$ cat config.mk
export PLATFORM = sky130hd
export DESIGN_NAME = sgf_queue
export DESIGN_NICKNAME = d
export VERILOG_FILES = /design/src/rtl/sgf_pkg.sv /design/src/rtl/sgf_queue.sv
export SDC_FILE = /design/constraint.sdc
export NUM_CORES = 1
export LEC_CHECK = 0
export ABC_AREA = 1
export ABC_CLOCK_PERIOD_IN_PS = 6500
export BUFFER_PORTS_ARGS = -buffer_cell sky130_fd_sc_hd__buf_2
export CORE_ASPECT_RATIO = 0.75
export CORE_MARGIN = 5
export CORE_UTILIZATION = 60
export DETAILED_ROUTE_END_ITERATION = 10
export GPL_ROUTABILITY_DRIVEN = 0
export PLACE_DENSITY = 0.82
export SYNTH_ARGS = -nofsm -noshare
export SYNTH_HDL_FRONTEND = slang
export SYNTH_SLANG_ARGS = --single-unit
$ cat constraint.sdc
create_clock -name clock -period 6.5 [get_ports clock]
set_input_delay 0.325 -clock clock [delete_from_list [all_inputs] [get_ports clock]]
set_output_delay 0.325 -clock clock [all_outputs]
set_load 0.01 [all_outputs]
$ cat src/rtl/sgf_pkg.sv
// Package: shared constants, types and the front-to-back item record.
`timescale 1ns / 1ps
`default_nettype none
package sgf_pkg;
   localparam int MaxWidth  = 1024;
   localparam int MaxHeight = 4096;
   localparam int ColW      = $clog2(MaxWidth);
   localparam int RowW      = $clog2(MaxHeight);
   localparam int CfgW      = 13;
   localparam logic signed [10:0] GradLimit = 11'sd1020;
   localparam logic [10:0] MagLimit  = 11'd1442;

   typedef enum logic [0:0] {
      CSR_WIDTH  = 1'b0,
      CSR_HEIGHT = 1'b1
   } csr_index_type;

   // One classified window handed from the front part to the back part.
   typedef struct packed {
      logic signed [10:0] gx;
      logic signed [10:0] gy;
      logic               done;
      logic               first;
   } item_type;

   typedef enum logic [1:0] {
      SQ_IDLE = 2'd0,
      SQ_RUN  = 2'd1,
      SQ_OUT  = 2'd2
   } sqrt_state_type;
endpackage
`default_nettype wire

$ cat src/rtl/sgf_queue.sv
// Short queue between the front and the back part.
`timescale 1ns / 1ps
`default_nettype none
module sgf_queue import sgf_pkg::*; (
   input  wire logic     clock,
   input  wire logic     reset,
   input  wire logic     in_valid,
   output logic          in_ready,
   input  wire item_type in_item,
   output logic          out_valid,
   input  wire logic     out_ready,
   output item_type      out_item
);
   item_type   slot_ff [4];
   logic [1:0] wr_ff, rd_ff;
   logic [2:0] cnt_ff;
   logic       push, pop;

   assign in_ready  = (cnt_ff != 3'd4);
   assign out_valid = (cnt_ff != 3'd0);
   assign out_item  = slot_ff[rd_ff];
   assign push = in_valid && in_ready;
   assign pop  = out_valid && out_ready;

   always_ff @(posedge clock) begin
      if (reset) begin
         wr_ff <= '0;
         rd_ff <= '0;
         cnt_ff <= '0;
      end else begin
         if (push) wr_ff <= wr_ff + 1'b1;
         if (pop) rd_ff <= rd_ff + 1'b1;
         cnt_ff <= cnt_ff + 3'(push) - 3'(pop);
      end
      if (push) slot_ff[wr_ff] <= in_item;
   end
endmodule
`default_nettype wire

==> impl_metrics.py <==
metrics = {
    "run_status": {
        "status": "finished, final reports clean",
    },
    "cts": {
        "post_cts_buffers": 0,
        "clk_pin_slew_ns": 0.09,
        "cts_tree": "done",
        "root_buffer": "clkbuf_8",
        "cts_max_path_buffers": 2,
        "clock_latency_ns": 0.35,
        "cts_hold_buf": 0,
        "clock_sinks": 105,
        "cts_buffers": 9,
        "ctsResizeCount": 0,
        "h-tree-depth": 3,
    },
    "placed_design": {
        "port_buffers": 53,
        "hpwlAfterDp_um": 4560,
        "dp_slack_ns": 4.06,
        "post_dp_cell_area_um2": 4530,
    },
    "worst_hold_path": {
        "whs_endpoint": "cnt_ff[1]",
        "hp-class": "in -> reg",
        "hold_start": "reset",
        "whs_path_depth": 2,
    },
    "logic_synthesis": {
        "synthFlopType": "edfxtp_1",
        "ys_warn_count": 0,
        "synthesis.nets": 332,
        "syn_inst": 297,
        "seq_area_frac_synth": 0.728,
        "synthTopCellsByCount": "edfxtp_1 (96), o21ai_0 (45), nor2_1 (40), nor2_2 (21), o22ai_2 (20)",
        "synth_seq_cells": 105,
        "synth.most_common_cell": "edfxtp_1",
        "yosysUniqueCellTypes": 21,
        "syn_area_per_cell_um2": 14.2,
        "synthesis.area_um2": 4210,
        "synth_largest_area_cell": "edfxtp_1",
        "synth_top_area_share": 0.685,
        "synth.area.top_cells": "edfxtp_1 (69%), o22ai_2 (5.9%), o21ai_0 (5.4%), dfxtp_1 (4.3%), nor2_1 (3.6%)",
        "synthArstFlopShare": 0,
        "synthAdderAreaFrac": 0.0226,
        "synth_xor_area_frac": 0,
        "muxShareOfSynthArea": 0,
        "yosys.area_share.simple": 0.0818,
        "synth_edf_count": 96,
        "synth_top_family_by_area": "compound AO/OA/AOI/OAI gates",
        "synth_compound_area_frac": 0.132,
    },
    "layout": {
        "finalInstanceArea_um2": 4710,
        "fin_util": 0.689,
        "fin_nets": 386,
        "n_antenna_cell": 0,
        "syn_to_final_growth_pct": 11.9,
        "drive_above_1_share": 0.329,
    },
    "timing": {
        "fin_setup_tns_ns": 0,
        "rsz0062_at_grt": "false",
        "hold_viol_final": 0,
        "fin_ws_ns": 3.73,
        "fmax_ghz": 0.361,
        "slew_violations": 0,
        "fin_skew_ns": 0.00909,
        "slew_headroom": 0.376,
        "layout_min_cycle_time_ns": 2.77,
        "tightest_slew_ns": 0.935,
        "timing.final.crit_share": 0.426,
        "setup_viol_count_final": 0,
    },
    "floorplan": {
        "num_rows": 26,
        "io_pins": 54,
        "core-area_um2": 6830,
        "initial_utilization": 0.616,
        "die_height_um": 82.5,
        "die-area_um2": 8810,
        "die_x_um": 107,
    },
    "grt": {
        "grt_usage": 0.178,
        "grt_max_degree": 50,
        "grt_pass1_vias": 2316,
        "antenna_found_initial": 1,
        "grt_overflow": 0,
        "grt_pass1_wl_um": 11500,
    },
    "worst_setup_path": {
        "slowest_delay_ns": 0.85,
        "cp.arrival_ns": 2.44,
        "cp_slowest_cell": "dfxtp_2",
        "crit_family": "flip-flops",
        "crit_fanout": 49,
        "r2r_start": "cnt_ff[1]",
        "critPathBufInv": 2,
        "critical_path.endpoint_type": "output pin",
        "startpoint_type": "flip-flop",
        "cp_cell_sequence": "inv_2 > o21ai_0 > o22ai_2 > buf_2",
        "critical_path_required_ns": 6.17,
        "rr_worst_depth": 10,
        "rrSetupSlack_ns": 4.40,
        "path_class": "reg -> out",
        "timing.rr.end": "cnt_ff[2]",
    },
    "power_and_ir_drop": {
        "seq_power_share": 0.523,
        "switchingPower_w": 0.000515,
        "pwr-share-comb": 0.262,
        "netSwitchingFraction": 0.306,
        "power.internal_w": 0.00117,
        "clockPowerShare": 0.215,
        "p_per_area_nw_per_um2": 357,
        "ir_drop_v": 0.000257,
        "power_leakage_nw": 1.68,
    },
    "routing": {
        "drc_errors": 0,
        "drtAntennaViolNets": 0,
        "vias_per_cell": 5.51,
        "dr_total_vias": 2426,
        "dr.first_iter.drc_count": 141,
        "routedWlPerCell_um": 16.4,
        "drt_first_pass_iters": 4,
        "drt_wl_total_um": 7230,
    },
    "job": {
        "maxCapViolations": 0,
    },
}
==> metrics by stage <==
step                total power (W)  instances  hold slack [ns]
finish                      0.00168        440            0.149
global route                0.00179        440            0.135
global placement            0.00133        424            0.463
detailed placement          0.00134        424            0.484
floorplan                   0.00120        297            0.392
CTS                         0.00170        440            0.127
==> cells by family (layout without fill, tap and decap cells) <==
kind of cell | after synthesis | count (layout)
DFF | 105 | 105
AOI/OAI and AO/OA | 79 | 79
and+or+nand+nor | 76 | 76
buffers and inverters | 30 | 89
adders and majority gates | 7 | 7
==> worst reg2reg max path, delay by kind of cell, from the launching register on <==
| kind | cells | cell delay, ns |
|---|---|---|
| adder cells (fa/ha/maj) | 3 | 0.79 |
| buffers and inverters | 2 | 0.11 |
| AND/OR/NAND/NOR | 4 | 0.57 |
| flip-flops | 1 | 0.38 |
| AO/OA/AOI/OAI | 1 | 0.17 |
==> placed cells by master (no fill, tap or decap) <==
master and instances:
clkbuf_8 9, clkinvlp_4 1, dfxtp_2 1, o22ai_2 20, o22ai_1 4, fa_1 1
clkbuf_1 4, nor2_2 25, inv_1 14, nand3_1 3, nand2_2 1, nor2_1 36
a21oi_1 4, o21ai_0 45, edfxtp_1 96, buf_4 4, clkinv_1 1, ha_1 6
inv_2 2, a21boi_0 2, bufinv_16 1, o21ai_1 4, dfxtp_1 8, buf_2 53
nand2_1 11
==> state kept, by name (all words and copies together), names as in the netlist, named ones only <==
name     count
slot_ff     96
cnt_ff       3
rd_ff        2
wr_ff        2
==> cell type report <==
cell class / instances / area [um2]
clock buffer: 13 / 139
multi-input combinational: 162 / 1000
clock inverter: 3 / 41.3
inverter: 16 / 60.1
sequential: 105 / 3060
fill: 471 / 2120
timing repair buffer: 57 / 295
tap: 84 / 105
==> per-layer routing <==
layer / routed length, um / vias to the layer above / track usage
li1: - / 1184 / -
met5: 13 / - / 0
met4: 37 / 2 / 0.0498
met2: 3590 / 81 / 0.298
met1: 3060 / 1153 / 0.224
met3: 527 / 6 / 0.0637
==> power by group through the flow <==
stage / combinational [W] / clock, W / sequential [W]
floorplan: 0.000332 / 0 / 0.000864
finish: 0.000441 / 0.000363 / 0.000880
global placement: 0.000433 / 0 / 0.000892
CTS: 0.000450 / 0.000375 / 0.000880
detailed placement: 0.000448 / 0 / 0.000896
global route: 0.000496 / 0.000402 / 0.000891
==> worst max path at each step <==
| stage | endpoint | start | slack, ns | cells past startpoint |
|---|---|---|---|---|
| after floorplan | slot_ff[0][0] | cnt_ff[1] | 4.35 | 4 |
| after global placement | out_item[3] | flip-flop | 4.14 | 4 |
| after detailed placement | out_item[15] | flip-flop | 4.06 | 4 |
| after CTS | out_item[15] | flip-flop | 3.68 | 4 |
| after global routing | out_item[11] | flip-flop | 3.46 | 4 |
| final | out_item[3] | flip-flop | 3.73 | 4 |
No activity file was read; power rests on OpenSTA's default activity.
