==> src/rtl/sgf_pkg.sv <==
// Package: shared constants, types and the front-to-back item record.
`timescale 1ns / 1ps
`default_nettype none
package sgf_pkg;
   localparam int MaxWidth  = 1024;
   localparam int MaxHeight = 4096;
   localparam int ColW      = $clog2(MaxWidth);
   localparam int RowW      = $clog2(MaxHeight);
   localparam int CfgW      = 13;
   localparam logic signed [10:0] GradLimit = 11'sd1020;
   localparam logic [10:0] MagLimit  = 11'd1442;

   typedef enum logic [0:0] {
      CSR_WIDTH  = 1'b0,
      CSR_HEIGHT = 1'b1
   } csr_index_type;

   // One classified window handed from the front part to the back part.
   typedef struct packed {
      logic signed [10:0] gx;
      logic signed [10:0] gy;
      logic               done;
      logic               first;
   } item_type;

   typedef enum logic [1:0] {
      SQ_IDLE = 2'd0,
      SQ_RUN  = 2'd1,
      SQ_OUT  = 2'd2
   } sqrt_state_type;
endpackage
`default_nettype wire

==> src/rtl/sgf_back.sv <==
// Back part: serial square root, frame extremes and the result register.
`timescale 1ns / 1ps
`default_nettype none
module sgf_back import sgf_pkg::*; (
   input  wire logic               clock,
   input  wire logic               reset,
   input  wire logic               in_valid,
   output logic                    in_ready,
   input  wire item_type           in_item,
   output logic                    out_valid,
   input  wire logic               out_ready,
   output logic signed [10:0]      grad_x,
   output logic signed [10:0]      grad_y,
   output logic [10:0]             magnitude,
   output logic                    frame_done,
   output logic signed [10:0]      gx_low,
   output logic signed [10:0]      gx_high,
   output logic signed [10:0]      gy_low,
   output logic signed [10:0]      gy_high,
   output logic [10:0]             mag_low,
   output logic [10:0]             mag_high
);
   sqrt_state_type state_ff, state_in;
   item_type   item_ff;
   logic [10:0] root_ff;
   logic [3:0]  step_ff;
   logic signed [10:0] gxl_ff, gxh_ff, gyl_ff, gyh_ff;
   logic [10:0] ml_ff, mh_ff;
   logic        ov_ff;
   logic signed [10:0] ogx_ff, ogy_ff, ogxl_ff, ogxh_ff, ogyl_ff, ogyh_ff;
   logic [10:0] omag_ff, oml_ff, omh_ff;
   logic        odone_ff;
   logic [20:0] sq_in;
   logic signed [10:0] bxl, bxh, byl, byh;
   logic [10:0] bml, bmh;
   logic        finish;

   always_comb begin
      logic signed [21:0] a, b;
      a = in_item.gx * in_item.gx;
      b = in_item.gy * in_item.gy;
      sq_in = 21'(a) + 21'(b);
   end

   // one result bit per cycle, restoring method
   always_comb begin
      state_in = state_ff;
      case (state_ff)
         SQ_IDLE: if (in_valid) state_in = SQ_RUN;
         SQ_RUN:  if (step_ff == 4'd10) state_in = SQ_OUT;
         SQ_OUT:  if (!ov_ff || out_ready) state_in = SQ_IDLE;
         default: state_in = SQ_IDLE;
      endcase
   end

   always_comb begin
      in_ready = (state_ff == SQ_IDLE);
      finish   = (state_ff == SQ_OUT) && (!ov_ff || out_ready);
   end

   logic [21:0] radicand_ff;
   logic [22:0] acc_ff;
   always_ff @(posedge clock) begin
      if (reset) state_ff <= SQ_IDLE;
      else state_ff <= state_in;
      if (state_ff == SQ_IDLE && in_valid) begin
         item_ff <= in_item;
         radicand_ff <= {1'b0, sq_in};
         acc_ff <= '0;
         root_ff <= '0;
         step_ff <= '0;
      end else if (state_ff == SQ_RUN) begin
         logic [22:0] a2, t;
         a2 = {acc_ff[20:0], radicand_ff[21:20]};
         t  = {10'b0, root_ff, 2'b01};
         if (a2 >= t) begin
            acc_ff  <= a2 - t;
            root_ff <= {root_ff[9:0], 1'b1};
         end else begin
            acc_ff  <= a2;
            root_ff <= {root_ff[9:0], 1'b0};
         end
         radicand_ff <= {radicand_ff[19:0], 2'b00};
         step_ff <= step_ff + 1'b1;
      end
   end

   // extremes including the current item; a frame's first item reloads them
   always_comb begin
      bxl = item_ff.first ? GradLimit : gxl_ff;
      bxh = item_ff.first ? -GradLimit : gxh_ff;
      byl = item_ff.first ? GradLimit : gyl_ff;
      byh = item_ff.first ? -GradLimit : gyh_ff;
      bml = item_ff.first ? MagLimit : ml_ff;
      bmh = item_ff.first ? 11'd0 : mh_ff;
      if (item_ff.gx < bxl) bxl = item_ff.gx;
      if (item_ff.gx > bxh) bxh = item_ff.gx;
      if (item_ff.gy < byl) byl = item_ff.gy;
      if (item_ff.gy > byh) byh = item_ff.gy;
      if (root_ff < bml) bml = root_ff;
      if (root_ff > bmh) bmh = root_ff;
   end

   always_ff @(posedge clock) begin
      if (finish) begin
         gxl_ff <= bxl; gxh_ff <= bxh; gyl_ff <= byl; gyh_ff <= byh;
         ml_ff <= bml;  mh_ff <= bmh;
         ogx_ff <= item_ff.gx;
         ogy_ff <= item_ff.gy;
         omag_ff <= root_ff;
         odone_ff <= item_ff.done;
         ogxl_ff <= item_ff.done ? bxl : 11'sd0;
         ogxh_ff <= item_ff.done ? bxh : 11'sd0;
         ogyl_ff <= item_ff.done ? byl : 11'sd0;
         ogyh_ff <= item_ff.done ? byh : 11'sd0;
         oml_ff  <= item_ff.done ? bml : 11'd0;
         omh_ff  <= item_ff.done ? bmh : 11'd0;
      end
      if (reset) ov_ff <= 1'b0;
      else if (finish) ov_ff <= 1'b1;
      else if (out_ready) ov_ff <= 1'b0;
   end

   assign out_valid = ov_ff;
   assign grad_x = ogx_ff;
   assign grad_y = ogy_ff;
   assign magnitude = omag_ff;
   assign frame_done = odone_ff;
   assign gx_low = ogxl_ff;
   assign gx_high = ogxh_ff;
   assign gy_low = ogyl_ff;
   assign gy_high = ogyh_ff;
   assign mag_low = oml_ff;
   assign mag_high = omh_ff;
endmodule
`default_nettype wire

==> config.mk <==
export PLATFORM = sky130hd
export DESIGN_NAME = sgf_back
export DESIGN_NICKNAME = d
export VERILOG_FILES = /design/src/rtl/sgf_pkg.sv /design/src/rtl/sgf_back.sv
export SDC_FILE = /design/constraint.sdc
export NUM_CORES = 1
export LEC_CHECK = 0
export BUFFER_PORTS_ARGS = -buffer_cell sky130_fd_sc_hd__buf_2
export CAP_MARGIN = 20
export CORE_UTILIZATION = 55
export CTS_CLUSTER_DIAMETER = 100
export DETAILED_ROUTE_END_ITERATION = 10
export GPL_TIMING_DRIVEN = 0
export PLACE_DENSITY_LB_ADDON = 0.05
export SLEW_MARGIN = 30
export SYNTH_ARGS = -nofsm -noshare
export SYNTH_HDL_FRONTEND = slang
export SYNTH_SLANG_ARGS = --single-unit
==> constraint.sdc <==
create_clock -name clock -period 10.8 [get_ports clock]
set_clock_uncertainty 0.05 [all_clocks]
set_input_delay 1.62 -clock clock [delete_from_list [all_inputs] [get_ports clock]]
set_output_delay 1.62 -clock clock [all_outputs]
set_load 0.02 [all_outputs]
==> run_results.csv, run 1 <==
group,metric,value,unit
run_status,outcome,"finished clean",
floorplanning,io_pins,130,
clocking,cts_hold_buffers,0,
global_route,met1_usage,36.4,%
clocking,clk_latency,570,ps
floorplanning,dieArea,38500,um2
synthesis,avgSynthCellArea,10.8,um2
timing,max-slew-margin-rel,48.6,%
final_layout,area_delta_synth_final,11.8,%
global_route,grt_max_degree,29,
worst_setup_path,critPathMaxFanout,10,
final_layout,num_antenna_cells,0,
worst_setup_path,crit_arrival,8500,ps
clocking,cts_resized,0,
timing,setup_violations,0,
flow_run,cap_violations,0,
synthesis,synth_warnings,0,
timing,finalWorstSetupSlack,2520,ps
clocking,cts-buffers-inserted,28,
final_layout,final_cell_mix,"inv_1 (359), fa_1 (225), edfxtp_1 (211), nand2_1 (186), ha_1 (159)",
floorplanning,start_util,56.3,%
floorplanning,die-height,196,um
clocking,cts_setup_buffers,0,
timing,max_freq,0.121,GHz
global_route,grt-ovfl-total,0,
worst_setup_path,crit_path_max_incr_delay,540,ps
place,post-place-ws,1810,ps
place,gp_congestion,0.853,
place,port_buffers,129,
synthesis,postSynthCellCount,1915,
global_route,grt_busiest_layer,"met2",
synthesis,yosysUniqueCellTypes,64,
synthesis,synthesis.area,20800,um2
timing,whs,406,ps
floorplanning,die_width,196,um
detailed_routing,vias_per_cell,5.27,
final_layout,post-route-util,63.0,%
global_route,grt_first_pass_wirelength,74.8,mm
final_layout,final_nets,2495,
worst_setup_path,path_cells,"buf_2, clkbuf_1, nand2_1, inv_1, fa_1, fa_1, inv_1, fa_1, fa_1, inv_1, fa_1, fa_1, inv_1, fa_1, inv_1, ha_1, or3_1, o21bai_1, a32o_1, a311o_1, a21oi_1, xnor2_1, o21ai_0",
worst_setup_path,cp_slowest_cell,"fa_1",
synthesis,synth_top_flop_cell,"edfxtp_1",
final_layout,layout.cells.most_common,"inv_1",
clocking,clock_path_buffers,3,
worst_setup_path,worstSetupStartpointType,"primary input",
worst_setup_path,critPathKind,"in2reg",
timing,maxSlewViolCount,0,
global_route,globalRouteMet3Util,2.48,%
final_layout,fillers,3022,
detailed_routing,dr.pass1.iters,5,
timing,worstMarginPinSlew,770,ps
worst_setup_path,critPathRequiredTime,11020,ps
clocking,cts_tree,"done",
clocking,cts-htree-levels,1,
synthesis,synth-seq-cells,251,
timing,min_period_over_period,76.6,%
place,dpl.hpwl,36.9,mm
timing,rsz0062_at_grt,"no",
detailed_routing,wl,45.4,mm
clocking,clockRootBuffer,"clkbuf_16",
global_route,grtUsageTotal,24.7,%
global_route,antenna_found_initial,0,
global_route,grt_use_met2,39.5,%
detailed_routing,vias,13700,
worst_setup_path,end_kind,"register",
floorplanning,core,36900,um2
synthesis,synthesis.nets,2327,
timing,hold_viol,0,
clocking,clock-sinks,251,
worst_setup_path,crit_top_cell,"fa_1",
min_path,min_path_type,"reg2reg",
timing,min_period,8280,ps
global_route,grt_pass1_vias,14100,
detailed_routing,drc_errors,0,
detailed_routing,drtIter0Drc,817,
final_layout,drive_gt1_share,13.0,%
synthesis,synth-edff-count,211,
floorplanning,floorplan.rows,70,
synthesis,yosysSeqAreaShare,34.4,%
detailed_routing,avgRoutedWirePerCell,17.4,um
synthesis,synthArstFlopShare,0,%
detailed_routing,detail-route-antenna-nets,0,
timing,fin_setup_tns,0,ps
clocking,clkTransAtPathRegs,60,ps
==> per-stage QoR <==
stage,instances,cell area (um2)
global placement,2548,22000
detailed placement,2557,22300
global route,2607,23200
floorplan,1915,20800
CTS,2607,23200
finish,2607,23200
==> routing by layer <==
layer  vias up  wire, um
met3        67      2060
met4         0      1010
li1       6603         -
met1      6757     21300
met5         -         0
met2       321     21000
==> cell families (layout without fill, tap and decap cells) <==
kind of cell | count (synthesis) | count (layout) | share of synthesized area [%]
multiplexers | 133 | 133 | 6.69
adder cells (fa/ha/maj) | 384 | 384 | 31.3
buffers and inverters | 426 | 614 | 7.79
AND/OR/NAND/NOR | 474 | 474 | 11.6
flip-flops | 251 | 251 | 34.4
AO/OA/AOI/OAI | 187 | 187 | 5.75
XOR/XNOR | 60 | 60 | 2.53
==> synthesized netlist by cell type, types with 9 or more instances <==
cell / number / area share, %
xor2_1: 20 / 0.84
nor2b_1: 54 / 1.6
buf_2: 9 / 0.22
clkbuf_1: 56 / 1.0
o21a_1: 14 / 0.51
dfxtp_1: 40 / 3.9
edfxtp_1: 211 / 31
xnor2_1: 40 / 1.7
and2_1: 54 / 1.6
inv_1: 359 / 6.5
or2_2: 22 / 0.66
nand2_1: 186 / 3.4
o21ai_0: 58 / 1.4
mux2_2: 47 / 2.5
nand2b_1: 28 / 0.84
a31oi_1: 9 / 0.27
a21o_1: 17 / 0.61
fa_1: 225 / 22
mux2i_1: 86 / 4.1
nand3b_1: 12 / 0.43
nand3_1: 28 / 0.67
a21oi_1: 38 / 0.92
nor3_1: 11 / 0.27
nor2_1: 43 / 0.78
ha_1: 159 / 9.6
nand4_1: 10 / 0.30
==> cell type report <==
cell class | instances | area [um2] | area share (%)
timing repair buffer | 138 | 893 | 3.85
tap | 504 | 631 | 2.72
clock buffer | 33 | 729 | 3.14
sequential | 251 | 7140 | 30.7
buffer | 67 | 272 | 1.17
multi-input combinational | 1238 | 12000 | 51.8
inverter | 359 | 1350 | 5.80
clock inverter | 17 | 186 | 0.803
==> final timing paths <==
path	start	depth (start not counted)	end	slack [ps]
max	in_item[13]	23	radicand_ff[20]	2520
min	acc_ff[20]	2	acc_ff[20]	410
max reg2reg	item_ff[0]	13	gyl_ff[2]	6610
min reg2reg	acc_ff[20]	2	acc_ff[20]	410
==> critical path, delay by kind of cell <==
kind	cells	cell delay [ps]
and+or+nand+nor	2	680
adders and majority gates	8	3750
buffers and inverters	7	1020
AOI/OAI and AO/OA	5	1260
xor gates and xnor gates	1	160
==> state kept, by name, summed over array words and instances, names as in the netlist, 2 cells and up <==
signal / count
acc_ff: 21
grad_x: 11
grad_y: 11
gx_high: 11
gx_low: 11
gxh_ff: 11
gxl_ff: 11
gy_high: 11
gy_low: 11
gyh_ff: 11
gyl_ff: 11
item_ff: 24
mag_high: 11
mag_low: 11
magnitude: 11
mh_ff: 11
ml_ff: 11
radicand_ff: 22
root_ff: 11
state_ff: 2
step_ff: 4
Power of run 1 is left out: the tool's default activity adds up to more than one toggle a clock period on the data nets, which glitch-free logic cannot reach.
==> run 2, diff against run 1 <==
clock period = 8.17 ns   (was 10.8 ns; I/O delays follow)
==> run_results.csv, run 2 (same netlist as run 1, synthesis figures left out) <==
group,metric,value,unit
worst_setup_path,critPathKind,"in2reg",
clocking,clock-sinks,251,
worst_setup_path,crit_path_max_incr_delay,620,ps
timing,max_freq,0.129,GHz
floorplanning,io_pins,130,
global_route,grtUsageTotal,24.6,%
clocking,clockRootBuffer,"clkbuf_16",
worst_setup_path,end_kind,"register",
detailed_routing,avgRoutedWirePerCell,17.3,um
clocking,cts-htree-levels,1,
detailed_routing,drc_errors,0,
floorplanning,core,36900,um2
final_layout,drive_gt1_share,13.2,%
worst_setup_path,path_buf_inv,7,
detailed_routing,wl,45.3,mm
timing,maxSlewViolCount,0,
place,gp_congestion,0.843,
worst_setup_path,startpoint,"in_item[16]",
timing,setup_violations,0,
clocking,clk_latency,570,ps
final_layout,final_cell_mix,"inv_1 (359), fa_1 (225), edfxtp_1 (211), nand2_1 (186), ha_1 (159)",
run_status,outcome,"finished clean",
timing,min_period_over_period,95.2,%
worst_setup_path,worstSetupStartpointType,"primary input",
clocking,cts-buffers-inserted,28,
timing,rsz0062_at_grt,"no",
timing,max-slew-margin-rel,48.3,%
final_layout,largest_reg_flops,24,
flow_run,cap_violations,0,
floorplanning,dieArea,38500,um2
timing,worstMarginPinSlew,776,ps
floorplanning,die-height,196,um
final_layout,area_delta_synth_final,11.6,%
worst_setup_path,r2r_start,"item_ff[0]",
worst_setup_path,path_depth,23,
worst_setup_path,path_delay_family,"adder cells",
floorplanning,start_util,56.3,%
final_layout,regMostFlops,"item_ff",
worst_setup_path,crit_arrival,8000,ps
detailed_routing,vias,13700,
worst_setup_path,cp_slowest_cell,"fa_1",
min_path,whs_path_depth,2,
detailed_routing,detail-route-antenna-nets,0,
global_route,grt_max_degree,25,
clocking,cts_resized,0,
floorplanning,floorplan.rows,70,
clocking,cts_setup_buffers,0,
timing,fin_setup_tns,0,ps
floorplanning,die_width,196,um
min_path,holdCritStartpoint,"acc_ff[20]",
global_route,grt_pass1_vias,13900,
global_route,antenna_found_initial,0,
global_route,grt-ovfl-total,0,
global_route,grt_first_pass_wirelength,74.7,mm
worst_setup_path,ff2ff_path_depth,13,
worst_setup_path,path_cells,"buf_2, clkbuf_1, nand2_1, fa_1, inv_1, fa_1, inv_1, fa_1, fa_1, inv_1, fa_1, fa_1, inv_1, fa_1, inv_1, ha_1, or3_1, o21bai_1, a32o_1, a311o_1, a21oi_1, xnor2_1, o21ai_0",
worst_setup_path,critPathMaxFanout,10,
final_layout,num_antenna_cells,0,
min_path,min_path_type,"reg2reg",
clocking,cts_hold_buffers,0,
detailed_routing,vias_per_cell,5.24,
final_layout,final_nets,2495,
place,dpl.hpwl,36.6,mm
clocking,clkTransAtPathRegs,60,ps
worst_setup_path,critPathRequiredTime,8390,ps
worst_setup_path,crit_top_cell,"fa_1",
detailed_routing,drtIter0Drc,752,
detailed_routing,dr.pass1.iters,5,
final_layout,reg.largest.list,"item_ff (24), radicand_ff (22), acc_ff (21)",
timing,min_period,7780,ps
place,port_buffers,129,
final_layout,layout.cells.most_common,"inv_1",
clocking,cts_tree,"done",
clocking,clock_path_buffers,3,
timing,hold_viol,0,
run 2: cell count changes in the layout (fill, tap and decap cells not counted):
cell / before / now
clkinv_2: 4 / 8
bufinv_16: 3 / 0
buf_16: 9 / 10
clkbuf_2: 1 / 2
clkbuf_8: 1 / 0
clkinv_1: 6 / 5
clkinv_4: 0 / 1
inv_6: 1 / 0
inv_8: 0 / 1
run 2: stage by stage:
step | hold slack, ps | utilization, % | std cells | cell area [um2] | setup WS, ps
global route | 439 | 62.9 | 2609 | 23200 | 12.1
floorplan | 368 | - | 1915 | 20800 | 718
global placement | 390 | 59.8 | 2548 | 22000 | -390
detailed placement | 396 | 60.6 | 2558 | 22300 | -340
CTS | 410 | 62.9 | 2610 | 23200 | 235
finish | 408 | 62.9 | 2609 | 23200 | 390
run 2: worst min-delay path, stage by stage, from the launching register on:
cell and delay (ps):
dfxtp_1 320, nand2_1 50, o21ai_1 50
run 2: area by class of cell:
cell class                      instances  area, um2
Fill cell                            3027      13700
Multi-Input combinational cell       1238      12000
Sequential cell                       251       7140
Inverter                              359       1350
Timing Repair Buffer                  139        921
Clock buffer                           34        723
Tap cell                              504        631
Buffer                                 66        269
Clock inverter                         18        124
run 2: path summary, 6_finish.rpt:
kind / endpoint / slack (ps)
setup / recovery: radicand_ff[20] / 390
hold / removal: acc_ff[20] / 410
setup reg to reg: gyl_ff[5] / 4020
hold reg to reg: acc_ff[20] / 410
run 2: per-layer routing:
layer / vias up / GRT usage [%] / share of wire [%]
li1: 6611 / - / -
met1: 6743 / 36.8 / 48
met2: 280 / 39.2 / 46
met3: 39 / 2.62 / 4.1
met4: 0 / 4.77 / 1.6
met5: - / 0 / 0
Power of run 2 is left out for the same reason.
==> run 3, diff against run 2 <==
--- a/config.mk
+++ b/config.mk
@@ -14,3 +14,3 @@
 export PLACE_DENSITY_LB_ADDON = 0.05
-export SLEW_MARGIN = 30
+export SLEW_MARGIN = 15
 export SYNTH_ARGS = -nofsm -noshare
--- a/constraint.sdc
+++ b/constraint.sdc
@@ -4,2 +4,2 @@
 set_output_delay 1.2255 -clock clock [all_outputs]
-set_load 0.02 [all_outputs]
+set_load 0.1 [all_outputs]
==> run_results.csv, run 3 (same netlist as run 1, synthesis figures left out) <==
group,metric,value,unit
floorplanning,die_width,196,um
clocking,clockRootBuffer,"clkbuf_16",
floorplanning,core,36900,um2
final_layout,drive_gt1_share,13.2,%
place,gp_congestion,0.843,
clocking,cts_setup_buffers,0,
global_route,grtUsageTotal,24.7,%
global_route,grt_max_degree,34,
detailed_routing,detail-route-antenna-nets,0,
worst_setup_path,end_kind,"register",
final_layout,regMostFlops,"item_ff",
clocking,clock_path_buffers,3,
flow_run,cap_violations,0,
worst_setup_path,crit_path_max_incr_delay,620,ps
worst_setup_path,critPathRequiredTime,8390,ps
clocking,cts-htree-levels,1,
final_layout,largest_reg_flops,24,
min_path,min_path_type,"reg2reg",
timing,finalWorstSetupSlack,385,ps
worst_setup_path,r2r_slack,4000,ps
global_route,grt_first_pass_wirelength,75.0,mm
run_status,outcome,"finished clean",
worst_setup_path,path_cells,"buf_2, clkbuf_1, nand2_1, fa_1, inv_1, fa_1, inv_1, fa_1, fa_1, inv_1, fa_1, fa_1, inv_1, fa_1, inv_1, ha_1, or3_1, o21bai_1, a32o_1, a311o_1, a21oi_1, xnor2_1, o21ai_0",
timing,setup_violations,0,
worst_setup_path,cp_slowest_cell,"fa_1",
detailed_routing,vias_per_cell,5.25,
final_layout,layout.cells.most_common,"inv_1",
detailed_routing,drc_errors,0,
clocking,cts-buffers-inserted,28,
final_layout,reg.largest.list,"item_ff (24), radicand_ff (22), acc_ff (21)",
floorplanning,start_util,56.3,%
detailed_routing,dr.pass1.iters,5,
final_layout,area_delta_synth_final,11.4,%
timing,worstMarginPinSlew,829,ps
place,dpl.hpwl,36.4,mm
clocking,clk_latency,570,ps
floorplanning,die-height,196,um
global_route,grt-ovfl-total,0,
timing,maxSlewViolCount,0,
global_route,grt_pass1_vias,14000,
floorplanning,dieArea,38500,um2
clocking,cts_resized,0,
clocking,clkTransAtPathRegs,60,ps
detailed_routing,drtIter0Drc,727,
worst_setup_path,crit_top_cell,"fa_1",
timing,rsz0062_at_grt,"no",
timing,min_period,7790,ps
clocking,cts_hold_buffers,0,
floorplanning,io_pins,130,
timing,hold_viol,0,
timing,min_period_over_period,95.3,%
detailed_routing,wl,45.1,mm
floorplanning,floorplan.rows,70,
clocking,clock-sinks,251,
final_layout,final_cell_mix,"inv_1 (359), fa_1 (225), edfxtp_1 (211), nand2_1 (186), ha_1 (159)",
worst_setup_path,critPathKind,"in2reg",
detailed_routing,avgRoutedWirePerCell,17.3,um
place,post-place-ws,-358,ps
clocking,cts_tree,"done",
global_route,antenna_found_initial,0,
final_layout,final_nets,2491,
worst_setup_path,worstSetupStartpointType,"primary input",
final_layout,post-route-util,62.8,%
final_layout,num_antenna_cells,0,
timing,max-slew-margin-rel,44.7,%
place,port_buffers,129,
timing,max_freq,0.128,GHz
worst_setup_path,crit_arrival,8000,ps
worst_setup_path,critPathMaxFanout,10,
detailed_routing,vias,13700,
==> run 3: routing by layer <==
metal | vias up | track usage, % | share of wire [%]
met2 | 319 | 38.8 | 45
met4 | 0 | 5.35 | 2.0
met3 | 57 | 2.46 | 4.2
met5 | - | 0 | 0
met1 | 6711 | 37.1 | 48
li1 | 6585 | - | -
==> run 3: layout make-up <==
type / instances / area (um2)
fillers: 3026 / 13700
multi-input cells: 1238 / 12000
flip-flops and latches: 251 / 7140
inverters: 359 / 1350
repair buffers: 135 / 773
clock buffers: 33 / 751
well taps: 504 / 631
plain buffers: 66 / 269
clock inverters: 19 / 215
==> run 3: stage by stage <==
stage	instance area [um2]	cells	TNS (ps)	hold WS [ps]
after floorplan	20800	1915	0	368
after global placement	22000	2548	-517	390
after detailed placement	22200	2554	-513	399
after CTS	23100	2606	0	414
after global routing	23100	2605	0	437
final	23100	2605	0	412
==> run 3: final timing paths <==
path                                      start              end  cells past startpoint
worst max-delay path                in_item[20]  radicand_ff[20]                     23
worst min-delay path            radicand_ff[19]  radicand_ff[21]                      2
worst max register to register       item_ff[0]        gyh_ff[5]                     11
worst min register to register  radicand_ff[19]  radicand_ff[21]                      2
==> run 3: critical path: cells and delay by family <==
family          cells  cell delay (ps)
compound gates      5             1240
xor+xnor            1              150
fa+ha+maj           8             3830
buf+inv             7              940
simple gates        2              580
Power of run 3 is left out for the same reason.
